$ cat src/blsz_pkg.sv
// blob list size statistics: shared types, codes and constants
// no dependencies
`timescale 1ns / 1ps
`default_nettype none
package blsz_pkg;

  localparam logic [31:0] ALIGN_RESET = 32'd64;
  localparam int QUEUE_DEPTH = 2;

  typedef enum logic [1:0] {
    FN_OPEN = 2'd0,
    FN_BLOB = 2'd1,
    FN_END  = 2'd2,
    FN_NONE = 2'd3
  } func_t;

  typedef enum logic [1:0] {
    RK_SIZE  = 2'd0,
    RK_STATS = 2'd1,
    RK_ERROR = 2'd2
  } kind_t;

  localparam logic [2:0] ST_OK       = 3'd0;
  localparam logic [2:0] ST_ALIGN    = 3'd1;
  localparam logic [2:0] ST_HEADER   = 3'd2;
  localparam logic [2:0] ST_COMPOSED = 3'd3;
  localparam logic [2:0] ST_BLOB     = 3'd4;
  localparam logic [2:0] ST_COUNTSUM = 3'd5;

  localparam logic [62:0] MAX63 = {63{1'b1}};
  localparam logic [63:0] I64MIN = {1'b1, 63'd0};
  localparam logic [63:0] I64MAX = {1'b0, {63{1'b1}}};
  // largest count whose header (count+2)*8 fits in 64 bits
  localparam logic [63:0] MAX_HDR_COUNT = 64'h1FFF_FFFF_FFFF_FFFD;

  typedef struct packed {
    logic [1:0]  func;
    logic [63:0] item_value;
  } in_item_t;

  typedef struct packed {
    logic [1:0]  result_kind;
    logic [2:0]  status;
    logic [63:0] composed_size;
    logic [62:0] list_count;
    logic [62:0] total_bytes;
    logic [62:0] fewest_blobs;
    logic [62:0] most_blobs;
    logic [62:0] mean_blobs;
    logic [62:0] smallest_blob;
    logic signed [63:0] largest_blob;
    logic [62:0] mean_blob;
  } out_item_t;

  // item after classification by the front part
  typedef struct packed {
    func_t       func;
    logic [63:0] value;
    logic        bad_align;
    logic        hdr_ovf;
    logic [63:0] header;
  } cls_item_t;

endpackage
`default_nettype wire

$ cat src/blsz_front.sv
// front part: registers items, checks alignment and overflow, computes aligned header
// depends on blsz_pkg
`timescale 1ns / 1ps
`default_nettype none
module blsz_front
  import blsz_pkg::*;
(
  input  wire logic      clk,
  input  wire logic      rst_n,
  input  wire logic [31:0] align,
  input  wire logic      in_valid,
  output logic           in_stall,
  input  wire in_item_t  in_data,
  output logic           q_valid,
  input  wire logic      q_stall,
  output cls_item_t      q_data
);

  logic      v_r, v_nxt;
  in_item_t  d_r;
  logic [63:0] pad;
  logic [63:0] raw;
  logic [64:0] hsum;

  assign in_stall = v_r && q_stall;
  assign v_nxt    = in_stall ? v_r : in_valid;

  always_ff @(posedge clk) begin
    if (!rst_n) begin
      v_r <= 1'b0;
    end else begin
      v_r <= v_nxt;
    end
    if (!in_stall && in_valid) begin
      d_r <= in_data;
    end
  end

  always_comb begin
    pad  = {32'd0, align - 32'd1};
    raw  = (d_r.item_value + 64'd2) << 3;
    hsum = {1'b0, raw} + {1'b0, pad};
    q_valid        = v_r;
    q_data.func    = func_t'(d_r.func);
    q_data.value   = d_r.item_value;
    q_data.bad_align = (align == 32'd0) || ((align & (align - 32'd1)) != 32'd0);
    q_data.hdr_ovf = (d_r.item_value > MAX_HDR_COUNT) || hsum[64];
    q_data.header  = hsum[63:0] & ~pad;
  end

endmodule
`default_nettype wire

$ cat src/blsz_queue.sv
// short fifo between front and back parts
// depends on blsz_pkg
`timescale 1ns / 1ps
`default_nettype none
module blsz_queue
  import blsz_pkg::*;
#(
  parameter int DEPTH = QUEUE_DEPTH
) (
  input  wire logic      clk,
  input  wire logic      rst_n,
  input  wire logic      wr_valid,
  output logic           wr_stall,
  input  wire cls_item_t wr_data,
  output logic           rd_valid,
  input  wire logic      rd_stall,
  output cls_item_t      rd_data
);

  localparam int AW = (DEPTH > 1) ? $clog2(DEPTH) : 1;

  cls_item_t mem_r [DEPTH];
  logic [AW-1:0] wp_r, wp_nxt, rp_r, rp_nxt;
  logic [AW:0]   cnt_r, cnt_nxt;
  logic wr, rd;

  assign wr_stall = (cnt_r == (AW+1)'(DEPTH));
  assign rd_valid = (cnt_r != '0);
  assign rd_data  = mem_r[rp_r];
  assign wr = wr_valid && !wr_stall;
  assign rd = rd_valid && !rd_stall;

  always_comb begin
    wp_nxt = wp_r;
    rp_nxt = rp_r;
    if (wr) wp_nxt = (wp_r == AW'(DEPTH - 1)) ? '0 : wp_r + AW'(1);
    if (rd) rp_nxt = (rp_r == AW'(DEPTH - 1)) ? '0 : rp_r + AW'(1);
    cnt_nxt = cnt_r + (AW+1)'(wr) - (AW+1)'(rd);
  end

  always_ff @(posedge clk) begin
    if (!rst_n) begin
      wp_r  <= '0;
      rp_r  <= '0;
      cnt_r <= '0;
    end else begin
      wp_r  <= wp_nxt;
      rp_r  <= rp_nxt;
      cnt_r <= cnt_nxt;
    end
    if (wr) begin
      mem_r[wp_r] <= wr_data;
    end
  end

  a_cnt_range: assert property (@(posedge clk) disable iff (!rst_n)
    cnt_r <= (AW+1)'(DEPTH)) else $error("queue count overrun");
  a_no_ovf: assert property (@(posedge clk) disable iff (!rst_n)
    wr_stall |-> !wr) else $error("write into full queue");
  a_cnt_step: assert property (@(posedge clk) disable iff (!rst_n)
    (wr && !rd) |=> cnt_r == $past(cnt_r) + (AW+1)'(1)) else $error("count step");

endmodule
`default_nettype wire

$ cat src/blsz_back.sv
// back part: updates request statistics, divides at end of request, drives results
// depends on blsz_pkg
`timescale 1ns / 1ps
`default_nettype none
module blsz_back
  import blsz_pkg::*;
(
  input  wire logic      clk,
  input  wire logic      rst_n,
  input  wire logic      q_valid,
  output logic           q_stall,
  input  wire cls_item_t q_data,
  output logic           out_valid,
  input  wire logic      out_stall,
  output out_item_t      out_data
);

  typedef enum logic [3:0] {
    S_RUN  = 4'b0001,
    S_DIV1 = 4'b0010,
    S_DIV2 = 4'b0100,
    S_DONE = 4'b1000
  } state_t;

  state_t st_r, st_nxt;
  logic [62:0] lists_r, lists_nxt;
  logic [62:0] csum_r, csum_nxt;
  logic [63:0] blobs_r, blobs_nxt;
  logic [62:0] bytes_r, bytes_nxt;
  logic [63:0] minl_r, minl_nxt, maxl_r, maxl_nxt;
  logic [63:0] minb_r, minb_nxt, maxb_r, maxb_nxt;
  logic [63:0] run_r, run_nxt;
  logic [62:0] left_r, left_nxt;
  logic [2:0]  err_r, err_nxt;
  logic        ov_r, ov_nxt;
  out_item_t   od_r, od_nxt;

  // shared restoring divider, one bit a cycle
  logic [63:0] dq_r, dq_nxt, dd_r, dd_nxt;
  logic [64:0] drem_r, drem_nxt;
  logic [6:0]  dcnt_r, dcnt_nxt;
  logic [64:0] trial;

  logic [63:0] v;
  logic [64:0] s65;
  logic [63:0] bsum;
  logic        take;

  assign v = q_data.value;
  assign q_stall = (st_r != S_RUN) || ov_r;
  assign take = q_valid && !q_stall;
  assign out_valid = ov_r;
  assign out_data = od_r;

  always_comb begin
    st_nxt = st_r;
    lists_nxt = lists_r; csum_nxt = csum_r; blobs_nxt = blobs_r; bytes_nxt = bytes_r;
    minl_nxt = minl_r; maxl_nxt = maxl_r; minb_nxt = minb_r; maxb_nxt = maxb_r;
    run_nxt = run_r; left_nxt = left_r; err_nxt = err_r;
    ov_nxt = ov_r && out_stall;
    od_nxt = od_r;
    dq_nxt = dq_r; dd_nxt = dd_r; drem_nxt = drem_r; dcnt_nxt = dcnt_r;
    trial = {drem_r[63:0], dq_r[63]} - {1'b0, dd_r};
    s65 = '0;
    bsum = '0;
    unique case (st_r)
      S_RUN: begin
        if (take) begin
          od_nxt = '0;
          if (q_data.func == FN_END) begin
            if (err_r != ST_OK) begin
              od_nxt.result_kind = RK_ERROR;
              od_nxt.status = err_r;
              ov_nxt = 1'b1;
              lists_nxt = '0; csum_nxt = '0; blobs_nxt = '0; bytes_nxt = '0;
              minl_nxt = I64MAX; maxl_nxt = I64MIN; minb_nxt = I64MAX;
              maxb_nxt = I64MIN; run_nxt = '0; left_nxt = '0; err_nxt = ST_OK;
            end else begin
              od_nxt.result_kind = RK_STATS;
              od_nxt.list_count = lists_r;
              od_nxt.total_bytes = bytes_r;
              od_nxt.fewest_blobs = minl_r[62:0];
              od_nxt.most_blobs = maxl_r[62:0];
              od_nxt.smallest_blob = minb_r[62:0];
              od_nxt.largest_blob = maxb_r;
              dq_nxt = {1'b0, csum_r};
              dd_nxt = {1'b0, lists_r};
              drem_nxt = '0;
              dcnt_nxt = 7'd64;
              st_nxt = S_DIV1;
            end
          end else if (err_r == ST_OK && q_data.func == FN_OPEN) begin
            s65 = {2'b0, csum_r} + {1'b0, v};
            if (q_data.bad_align) begin
              err_nxt = ST_ALIGN;
            end else if (q_data.hdr_ovf) begin
              err_nxt = ST_HEADER;
            end else if (s65 > {2'b0, MAX63}) begin
              err_nxt = ST_COUNTSUM;
            end else begin
              csum_nxt = s65[62:0];
              if (lists_r != MAX63) lists_nxt = lists_r + 63'd1;
              if (v < minl_r) minl_nxt = v;
              if ($signed(v) > $signed(maxl_r)) maxl_nxt = v;
              run_nxt = q_data.header;
              left_nxt = v[62:0];
              if (v == '0) begin
                od_nxt.result_kind = RK_SIZE;
                od_nxt.composed_size = q_data.header;
                ov_nxt = 1'b1;
              end
            end
            if (err_nxt != ST_OK) begin
              od_nxt.result_kind = RK_ERROR;
              od_nxt.status = err_nxt;
              ov_nxt = 1'b1;
            end
          end else if (err_r == ST_OK && q_data.func == FN_BLOB && left_r != '0) begin
            s65 = {1'b0, run_r} + {1'b0, v};
            if (s65[64]) begin
              err_nxt = ST_COMPOSED;
            end else begin
              run_nxt = s65[63:0];
              if (v[63]) begin
                err_nxt = ST_BLOB;
              end else begin
                bsum = {1'b0, bytes_r} + v;
                bytes_nxt = bsum[63] ? MAX63 : bsum[62:0];
                if (v < minb_r) minb_nxt = v;
                if ($signed(v) > $signed(maxb_r)) maxb_nxt = v;
                blobs_nxt = blobs_r + 64'd1;
                left_nxt = left_r - 63'd1;
                if (left_r == 63'd1) begin
                  od_nxt.result_kind = RK_SIZE;
                  od_nxt.composed_size = s65[63:0];
                  ov_nxt = 1'b1;
                end
              end
            end
            if (err_nxt != ST_OK) begin
              od_nxt.result_kind = RK_ERROR;
              od_nxt.status = err_nxt;
              ov_nxt = 1'b1;
            end
          end
        end
      end
      S_DIV1, S_DIV2: begin
        if (dcnt_r != '0) begin
          if (!trial[64]) begin
            drem_nxt = trial;
            dq_nxt = {dq_r[62:0], 1'b1};
          end else begin
            drem_nxt = {drem_r[63:0], dq_r[63]};
            dq_nxt = {dq_r[62:0], 1'b0};
          end
          dcnt_nxt = dcnt_r - 7'd1;
        end else if (st_r == S_DIV1) begin
          od_nxt.mean_blobs = (dd_r == '0) ? '0 : dq_r[62:0];
          dq_nxt = {1'b0, bytes_r};
          dd_nxt = blobs_r;
          drem_nxt = '0;
          dcnt_nxt = 7'd64;
          st_nxt = S_DIV2;
        end else begin
          od_nxt.mean_blob = (dd_r == '0) ? '0 : dq_r[62:0];
          st_nxt = S_DONE;
        end
      end
      S_DONE: begin
        ov_nxt = 1'b1;
        st_nxt = S_RUN;
        lists_nxt = '0; csum_nxt = '0; blobs_nxt = '0; bytes_nxt = '0;
        minl_nxt = I64MAX; maxl_nxt = I64MIN; minb_nxt = I64MAX;
        maxb_nxt = I64MIN; run_nxt = '0; left_nxt = '0; err_nxt = ST_OK;
      end
      default: st_nxt = S_RUN;
    endcase
  end

  always_ff @(posedge clk) begin
    if (!rst_n) begin
      st_r <= S_RUN;
      ov_r <= 1'b0;
      lists_r <= '0; csum_r <= '0; blobs_r <= '0; bytes_r <= '0;
      minl_r <= I64MAX; maxl_r <= I64MIN; minb_r <= I64MAX; maxb_r <= I64MIN;
      run_r <= '0; left_r <= '0; err_r <= ST_OK;
    end else begin
      st_r <= st_nxt;
      ov_r <= ov_nxt;
      lists_r <= lists_nxt; csum_r <= csum_nxt; blobs_r <= blobs_nxt;
      bytes_r <= bytes_nxt; minl_r <= minl_nxt; maxl_r <= maxl_nxt;
      minb_r <= minb_nxt; maxb_r <= maxb_nxt; run_r <= run_nxt;
      left_r <= left_nxt; err_r <= err_nxt;
    end
    od_r <= od_nxt;
    dq_r <= dq_nxt; dd_r <= dd_nxt; drem_r <= drem_nxt; dcnt_r <= dcnt_nxt;
  end

  a_out_hold: assert property (@(posedge clk) disable iff (!rst_n)
    (ov_r && out_stall) |=> ov_r && $stable(od_r)) else $error("result lost");
  a_no_take_busy: assert property (@(posedge clk) disable iff (!rst_n)
    (st_r != S_RUN) |-> !take) else $error("item taken during division");
  a_err_clear: assert property (@(posedge clk) disable iff (!rst_n)
    $rose(st_r == S_DONE) |=> err_r == ST_OK) else $error("error kept into stats");

endmodule
`default_nettype wire

$ cat src/blob_list_size_statistics.sv
// blob list size statistics, top level: config register, front, queue, back
// depends on blsz_pkg, blsz_front, blsz_queue, blsz_back
// list and error items: front register, queue, back output register, then out_valid
// throughput: one item per cycle; a waiting result or a division holds the back part
// end of request: stats come after two 64-step serial divisions
// reset: synchronous active low, clears statistics, alignment returns to 64
`timescale 1ns / 1ps
`default_nettype none
module blob_list_size_statistics
  import blsz_pkg::*;
#(
  parameter int QDEPTH = QUEUE_DEPTH
) (
  input  wire logic      clk,
  input  wire logic      rst_n,
  input  wire logic      in_valid,
  output logic           in_stall,
  input  wire in_item_t  in_data,
  output logic           out_valid,
  input  wire logic      out_stall,
  output out_item_t      out_data,
  input  wire logic      cfg_valid,
  output logic           cfg_ready,
  input  wire logic [31:0] cfg_data
);

  logic [31:0] align_r;
  logic fq_valid, fq_stall, qb_valid, qb_stall;
  cls_item_t fq_data, qb_data;

  assign cfg_ready = 1'b1;

  always_ff @(posedge clk) begin
    if (!rst_n) begin
      align_r <= ALIGN_RESET;
    end else if (cfg_valid) begin
      align_r <= cfg_data;
    end
  end

  blsz_front u_front (
    .clk, .rst_n, .align(align_r),
    .in_valid, .in_stall, .in_data,
    .q_valid(fq_valid), .q_stall(fq_stall), .q_data(fq_data)
  );

  blsz_queue #(.DEPTH(QDEPTH)) u_queue (
    .clk, .rst_n,
    .wr_valid(fq_valid), .wr_stall(fq_stall), .wr_data(fq_data),
    .rd_valid(qb_valid), .rd_stall(qb_stall), .rd_data(qb_data)
  );

  blsz_back u_back (
    .clk, .rst_n,
    .q_valid(qb_valid), .q_stall(qb_stall), .q_data(qb_data),
    .out_valid, .out_stall, .out_data
  );

endmodule
`default_nettype wire
$ cat config.mk
export PLATFORM = sky130hd
export DESIGN_NAME = blob_list_size_statistics
export DESIGN_NICKNAME = d
export VERILOG_FILES = /design/src/blsz_pkg.sv /design/src/blsz_front.sv /design/src/blsz_queue.sv /design/src/blsz_back.sv /design/src/blob_list_size_statistics.sv
export SDC_FILE = /design/constraint.sdc
export NUM_CORES = 2
export LEC_CHECK = 0
export BUFFER_PORTS_ARGS = -buffer_cell sky130_fd_sc_hd__buf_2
export CAP_MARGIN = 20
export CORE_UTILIZATION = 50
export DETAILED_ROUTE_END_ITERATION = 10
export PLACE_DENSITY = 0.7
export RECOVER_POWER = 25
export SYNTH_ARGS = -nofsm -noshare
export SYNTH_HDL_FRONTEND = slang
export SYNTH_HIERARCHICAL = 1
export SYNTH_SLANG_ARGS = --single-unit
$ cat constraint.sdc
create_clock -name clk -period 19.1 [get_ports clk]
set_clock_uncertainty 0.1 [all_clocks]
set_input_delay 0.955 -clock clk [delete_from_list [all_inputs] [get_ports clk]]
set_output_delay 0.955 -clock clk [all_outputs]
set_load 0.01 [all_outputs]
* Yosys cells after proc, flatten, opt, wreduce, memory -nomap -nowiden
Memory sizes are Yosys's and may differ from the RTL's. A register that Yosys moved wholly into a read port is not among the register bits. Index checks and enable logic that the tools add are counted.
Word-level totals: bits in registers 1520, bits in writable memories 264, input port bits 103, logic and storage cells 326, memories kept 1
Memory list:
- u_queue.mem_r | words 2, bits a word 132, rd ports 1, clocked after memory_dff 1, wr ports 1, RTL line blsz_queue.sv:22 | cls_item_t mem_r [DEPTH];
Cells by class: add/subtract/negate cells 15, magnitude comparators 6, equality and inequality tests 37, mux-type cells 182, bitwise gates (word level) 4, reduce and logical (&&, ||, !) cells 46
Operators by type and width (count):
- 2-to-1 mux 64 bit | 68
- 2-to-1 mux 63 bit | 35
- case mux 64 bit (2 select lines) | 9
- case mux 63 bit (2 select lines) | 6
- 2-to-1 mux 127 bit | 2
- 2-to-1 mux 253 bit | 1
- 2-to-1 mux 69 bit | 2
- > comparator 64 bit | 2
- zero test 64 bit | 2
- < comparator 64 bit | 2
- adder 63 x 64 -> 65 bit | 1
- adder 64 x 32 -> 65 bit | 1
- adder 64 x 64 -> 65 bit | 1
- > comparator 65 x 63 -> 1 bit, second input constant | 1
- subtractor 65 x 64 -> 65 bit | 1
- adder 63 x 64 -> 64 bit | 1
- adder 64 x 1 -> 64 bit, second input constant | 1
- bitwise AND 64 bit | 1
- > comparator 64 x 61 -> 1 bit, second input constant | 1
- NOT 32 -> 64 bit | 1
- adder 63 x 1 -> 63 bit, second input constant | 1
- equality test 63 x 1 -> 1 bit, second input constant | 1
- inequality test 63 bit, second input constant | 1
- nonzero test 63 bit | 1
- 52 further kinds | 147

* Longest topological paths before layout
word-level depth 15, gate-level depth with buffers 22, gate-level depth less buffers 19

* Modules after synthesis
The synthesis kept the hierarchy.
Modules (own cells, without submodules):
- blsz_back | times used 1, cells each 8437, area each 78845.6 µm², sequential area each 36084.6 µm²
- blsz_queue | times used 1, cells each 438, area each 10109.7 µm², sequential area each 8027.7 µm²
- blsz_front | times used 1, cells each 751, area each 6691.4 µm², sequential area each 2001.9 µm²
- blob_list_size_statistics | times used 1, cells each 105, area each 1252.5 µm², sequential area each 640.6 µm²

* Least setup slack after synthesis
No wires, ideal clock.
kind register to register, start reg u_back.dcnt_r[3], end reg u_back.dd_r[0] (enable), data arrival time 12263 ps, data required time 18417 ps, slack 6154 ps, stages on the path, launching flop included 8, path buffers 1, period minus slack after synthesis 12946 ps, cells stage by stage edfxtp_1 > nor3_1 > nand3_1 > clkbuf_1 > nand2_1 > o21ai_0 > nor4_1 > a21boi_0
On the way: word-level cells in the longest chain between the ends 3
Ends and longest elaborated chain:
- start, declared | RTL line blsz_back.sv:41 | logic [6:0] dcnt_r, dcnt_nxt;
- start signal, assigned | RTL line blsz_back.sv:197 | dq_r <= dq_nxt; dd_r <= dd_nxt; drem_r <= drem_nxt; dcnt_r <= dcnt_nxt;
- nonzero test 7 bit | RTL line blsz_back.sv:149 | if (dcnt_r != '0) begin
- inequality test 2 bit (no line)
- AND reduction 6 bit (no line)
- end signal, assigned | RTL line blsz_back.sv:197
- end, declared | RTL line blsz_back.sv:39 | logic [63:0] dq_r, dq_nxt, dd_r, dd_nxt;
No other way between the ends. A chain may end at the register's enable or synchronous reset.

==> metrics.sh <==
RUN_STATUS='finished with violations'
FAILING_CHECKS='capacitance limit, slew limit'
WORSTPATHARRIVAL_NS=10.24
DRT_FIRST_PASS_ITERS=7
SETUP-VIOLATIONS-FINAL=0
DIE_AREA_SQ_MM=0.196
FINAL_PERIOD_MINUS_WORST_SETUP_SLACK_NS=9.57
SYNTH.TOP_CELLS.BY_COUNT='1161 x sky130_fd_sc_hd__nand2_1, 1103 x sky130_fd_sc_hd__edfxtp_1, 681 x sky130_fd_sc_hd__dfxtp_1'
FIN_TNS_SETUP_NS=0
POWERDENSITY_mW_PER_MM2=169
DIEWIDTH_UM=442
CLOCK-ROOT-BUFFER='sky130_fd_sc_hd__clkbuf_16'
ROUTED-VIA-COUNT=78000
TIMING.CRITICAL_PATH.SLOWEST_STAGE_CELL='sky130_fd_sc_hd__clkbuf_1'
FINALHOLDVIOLATIONS=0
POST_CTS_RESIZE_COUNT=0
CRITICAL_PATH_BUFFER_AND_INVERTER_COUNT=4
SYNTHESIS.INSTANCES=9731
DRIVE_GT1_SHARE_PCT=9.19
FINAL_ANTENNA_NET_COUNT=0
CORE_AREA_SQ_MM=0.193
PORTBUFFERS=678
GRT_MAX_DEGREE=169
FINALHOLDWORSTSLACK_NS=0.169
WORST_R2R_DST='u_back/minb_r[13]$_SDFFE_PN1P_'
CLOCK-SINKS=1784
TIMING.FINAL.CRIT_SHARE_PCT=50.1
P_TOTAL_uW=18300
SYNTH_AREA_LEADER_CELL='sky130_fd_sc_hd__edfxtp_1'
DETAIL_ROUTE.ITER0.VIOLATIONS=7987
POST_DRT_VIA_CELL_RATIO=6.06
SYNTHTOLAYOUTAREAGROWTH_PCT=11.5
R2R.WORST_PATH.CELLS=19
POST-SYNTH-TOP-AREA-FRACTION_PCT=34.2
YOSYSUNIQUECELLTYPES=112
DIE-HEIGHT_UM=442
CRITICAL-PATH-MAX-STAGE-DELAY_NS=3.91
AVGSYNTHCELLAREA_SQ_UM=9.96
YOSYS-TOP-CELLS-AREA='sky130_fd_sc_hd__edfxtp_1 34%, sky130_fd_sc_hd__dfxtp_1 14%, sky130_fd_sc_hd__ha_1 7.4%, sky130_fd_sc_hd__nand2_1 4.5%, sky130_fd_sc_hd__mux2i_1 3.5%'
WORSTHOLDPATHCELLS=1
ROUTED_WIRE_LENGTH_UM=314000
DP.FINAL_HPWL_UM=230000
LEAKAGEPOWER_uW=0.0440
HP-CLASS='in2reg'
NUM_ROWS=161
REGISTER_AREA_SHARE_AFTER_SYNTHESIS_PCT=48.3
WORST_SLEW_PIN_SLEW_NS=5.71
TIMING.CRITICAL_PATH.CELLS='clkbuf_1 > clkbuf_1 > buf_4 > buf_4 > a21bo_2 > o21ai_0'
SETUP.WORST_PATH.END_CLASS='register'
GP_CONGESTION=0.967
WORST_EP_REQUIRED_TIME_NS=19.77
FMAX_MHz=104
H-TREE-DEPTH=4
CRITICAL_PATH.STARTPOINT_TYPE='primary input'
FLIP_FLOP_AND_LATCH_COUNT_AFTER_SYNTHESIS=1784
PEAKVDDDROP_V=0.000141
GRT_PASS1_WL_UM=465000
SYNTH_WARNINGS=6
YOSYSMOSTFREQUENTCELL='sky130_fd_sc_hd__nand2_1'
SYNTH_FF_TYPE='sky130_fd_sc_hd__edfxtp_1'
TIMING.FINAL.MAX_SLEW_VIOLATIONS=565
GRT_REMAINING_OVERFLOW=0
NETS=10900
HOLD_END='u_front/q_data[88]$_DFFE_PP_'
CTS_HOLD_BUF=0
CTS_TREE='built'
WORSTSKEWPAIRLATENCY_NS=0.86
GRT_SETUP_UNREPAIRED='false'
POSTCTSSETUPBUFFERS=0
MAXSLEWHEADROOM_PCT=-281
FINAL_UTIL_PCT=56.1
REGTOREGSETUPSLACK_NS=10.83
SYNTHESIS.AREA_SQ_MM=0.0969
POST-ROUTE-DRC-COUNT=0
SYNTH-EDFF-COUNT=1103
PIN_COUNT=680
TIMING.SETUP.CRITICAL_PATH_CLASS='in2reg'
CRIT_FAMILY='buffers and inverters'
DRT-WIRELENGTH-PER-CELL_UM=24.4
ASYNC_RESET_FF_SHARE_PCT=0
CRITICAL_PATH.MAX_FANOUT=122
HOLDCRITSTARTPOINT='in_data[22]'
TRACK_USAGE_PCT=31.0
NUMBER_OF_GLOBAL_ROUTE_VIAS_BEFORE_REPAIR=74400
ANTENNA_FOUND_INITIAL=20
CTS_BUFFER_DEPTH=3
INITIAL_CORE_UTIL_PCT=50.3
CLKTRANSATPATHREGS_NS=0.06
TIMING.MAX_CAP.VIOLATIONS=7
NUMCTSBUFFERS=190
-- kinds of logic (layout without fill, tap and decap cells) --
family | Yosys count | count (layout) | synth area share (%)
xor gates and xnor gates | 397 | 397 | 3.59
adders and majority gates | 578 | 578 | 7.50
buffers and inverters | 989 | 1594 | 4.24
and+or+nand+nor | 3406 | 3406 | 17.1
muxes | 476 | 476 | 5.41
AOI/OAI and AO/OA | 2099 | 2099 | 13.9
other | 2 | 10 | 0.00775
DFF | 1784 | 1784 | 48.3
-- layout make-up --
| class | count | area (sq um) |
|---|---|---|
| Tap cell | 2526 | 3160 |
| Fill cell | 16900 | 84500 |
| Clock inverter | 109 | 1180 |
| Clock buffer | 250 | 5310 |
| Sequential cell | 1784 | 46800 |
| Multi-Input combinational cell | 6960 | 46300 |
| Antenna cell | 6 | 15.0 |
| Inverter | 478 | 1800 |
| Timing Repair Buffer | 757 | 3530 |
-- metrics by stage --
stage	area, sq um	setup slack (ns)	std cells
2_1_floorplan	96900	6.15	9733
3_3_place_gp	102000	11.17	12500
3_5_place_dp	102000	11.03	12500
4_1_cts	109000	11.00	12900
5_1_grt	108000	9.14	12900
6_report	108000	9.53	12900
-- cell usage in the layout (no fill, tap or decap), types with 68 or more instances in the layout --
cell                        instances
sky130_fd_sc_hd__nand2_1         1158
sky130_fd_sc_hd__edfxtp_1        1103
sky130_fd_sc_hd__dfxtp_1          680
sky130_fd_sc_hd__nor2_1           652
sky130_fd_sc_hd__ha_1             573
sky130_fd_sc_hd__o21ai_0          538
sky130_fd_sc_hd__a21oi_1          527
sky130_fd_sc_hd__inv_1            476
sky130_fd_sc_hd__clkbuf_1         440
sky130_fd_sc_hd__nand3_1          371
sky130_fd_sc_hd__mux2i_1          337
sky130_fd_sc_hd__xnor2_1          279
sky130_fd_sc_hd__buf_2            278
sky130_fd_sc_hd__a21o_1           260
sky130_fd_sc_hd__and2_1           217
sky130_fd_sc_hd__clkbuf_16        197
sky130_fd_sc_hd__nand4_1          153
sky130_fd_sc_hd__or3_1            142
sky130_fd_sc_hd__nor3_1           122
sky130_fd_sc_hd__nor4_1           117
sky130_fd_sc_hd__xor2_1           116
sky130_fd_sc_hd__a21boi_0          98
sky130_fd_sc_hd__nor2b_1           93
sky130_fd_sc_hd__o211ai_1          84
sky130_fd_sc_hd__mux2_4            80
sky130_fd_sc_hd__and3_1            76
sky130_fd_sc_hd__buf_4             68
-- state kept, by name, summed over array words and instances (netlist names), 64 cells and up, named ones only --
| signal | count |
|---|---|
| u_back/maxb_r | 64 |
| u_back/drem_r | 64 |
| u_back/run_r | 64 |
| u_queue/mem_r | 264 |
| u_front/q_data | 66 |
| u_back/minl_r | 64 |
| u_back/dd_r | 64 |
| u_back/maxl_r | 64 |
| u_back/dq_r | 64 |
| u_back/out_data | 574 |
| u_back/blobs_r | 64 |
-- worst max path at each step --
stage	depth (start not counted)	end	from
global placement	19	u_back/minb_r[15]$_SDFFE_PN1P_	register
global route	6	u_back/left_r[18]$_SDFFE_PN0P_	rst_n
detailed placement	19	u_back/minb_r[13]$_SDFFE_PN1P_	register
CTS	19	u_back/minb_r[13]$_SDFFE_PN1P_	register
finish	6	u_back/left_r[18]$_SDFFE_PN0P_	rst_n
floorplan	7	u_back/dd_r[0]$_DFFE_PP_	u_back/dcnt_r[3]$_SDFFCE_PN0P_
-- routing by layer --
layer	track usage [%]	vias to the layer above	part of all wire [%]
met1	41.4	37800	42
met5	0	-	0.011
met2	47.9	3442	44
li1	-	36100	-
met3	5.17	658	7.7
met4	17.3	6	6.2
-- worst register-to-register path, stage by stage (launching register included) --
cell and delay [ns]:
sky130_fd_sc_hd__dfxtp_4 0.48, sky130_fd_sc_hd__buf_4 0.74, sky130_fd_sc_hd__buf_4 0.82, sky130_fd_sc_hd__mux2_4 0.57, sky130_fd_sc_hd__ha_1 0.28, sky130_fd_sc_hd__fa_1 0.43
sky130_fd_sc_hd__a211oi_1 0.32, sky130_fd_sc_hd__o21ai_0 0.25, sky130_fd_sc_hd__o22a_1 0.28, sky130_fd_sc_hd__o211ai_1 0.28, sky130_fd_sc_hd__a211oi_1 0.22, sky130_fd_sc_hd__o2111ai_1 0.37
sky130_fd_sc_hd__a211oi_1 0.22, sky130_fd_sc_hd__o211ai_1 0.54, sky130_fd_sc_hd__a31oi_4 0.42, sky130_fd_sc_hd__a211oi_4 0.30, sky130_fd_sc_hd__buf_4 0.41, sky130_fd_sc_hd__buf_4 0.69
sky130_fd_sc_hd__mux2i_1 0.34, sky130_fd_sc_hd__nand2_1 0.08
-- report_power, final --
part           total, uW  internal [uW]  switching (uW)
Combinational       8280           2710            5580
Clock               3810           2170            1640
Sequential          6210           5480             726
Total              18300          10400            7940
Power figures use the tool's default switching activity.
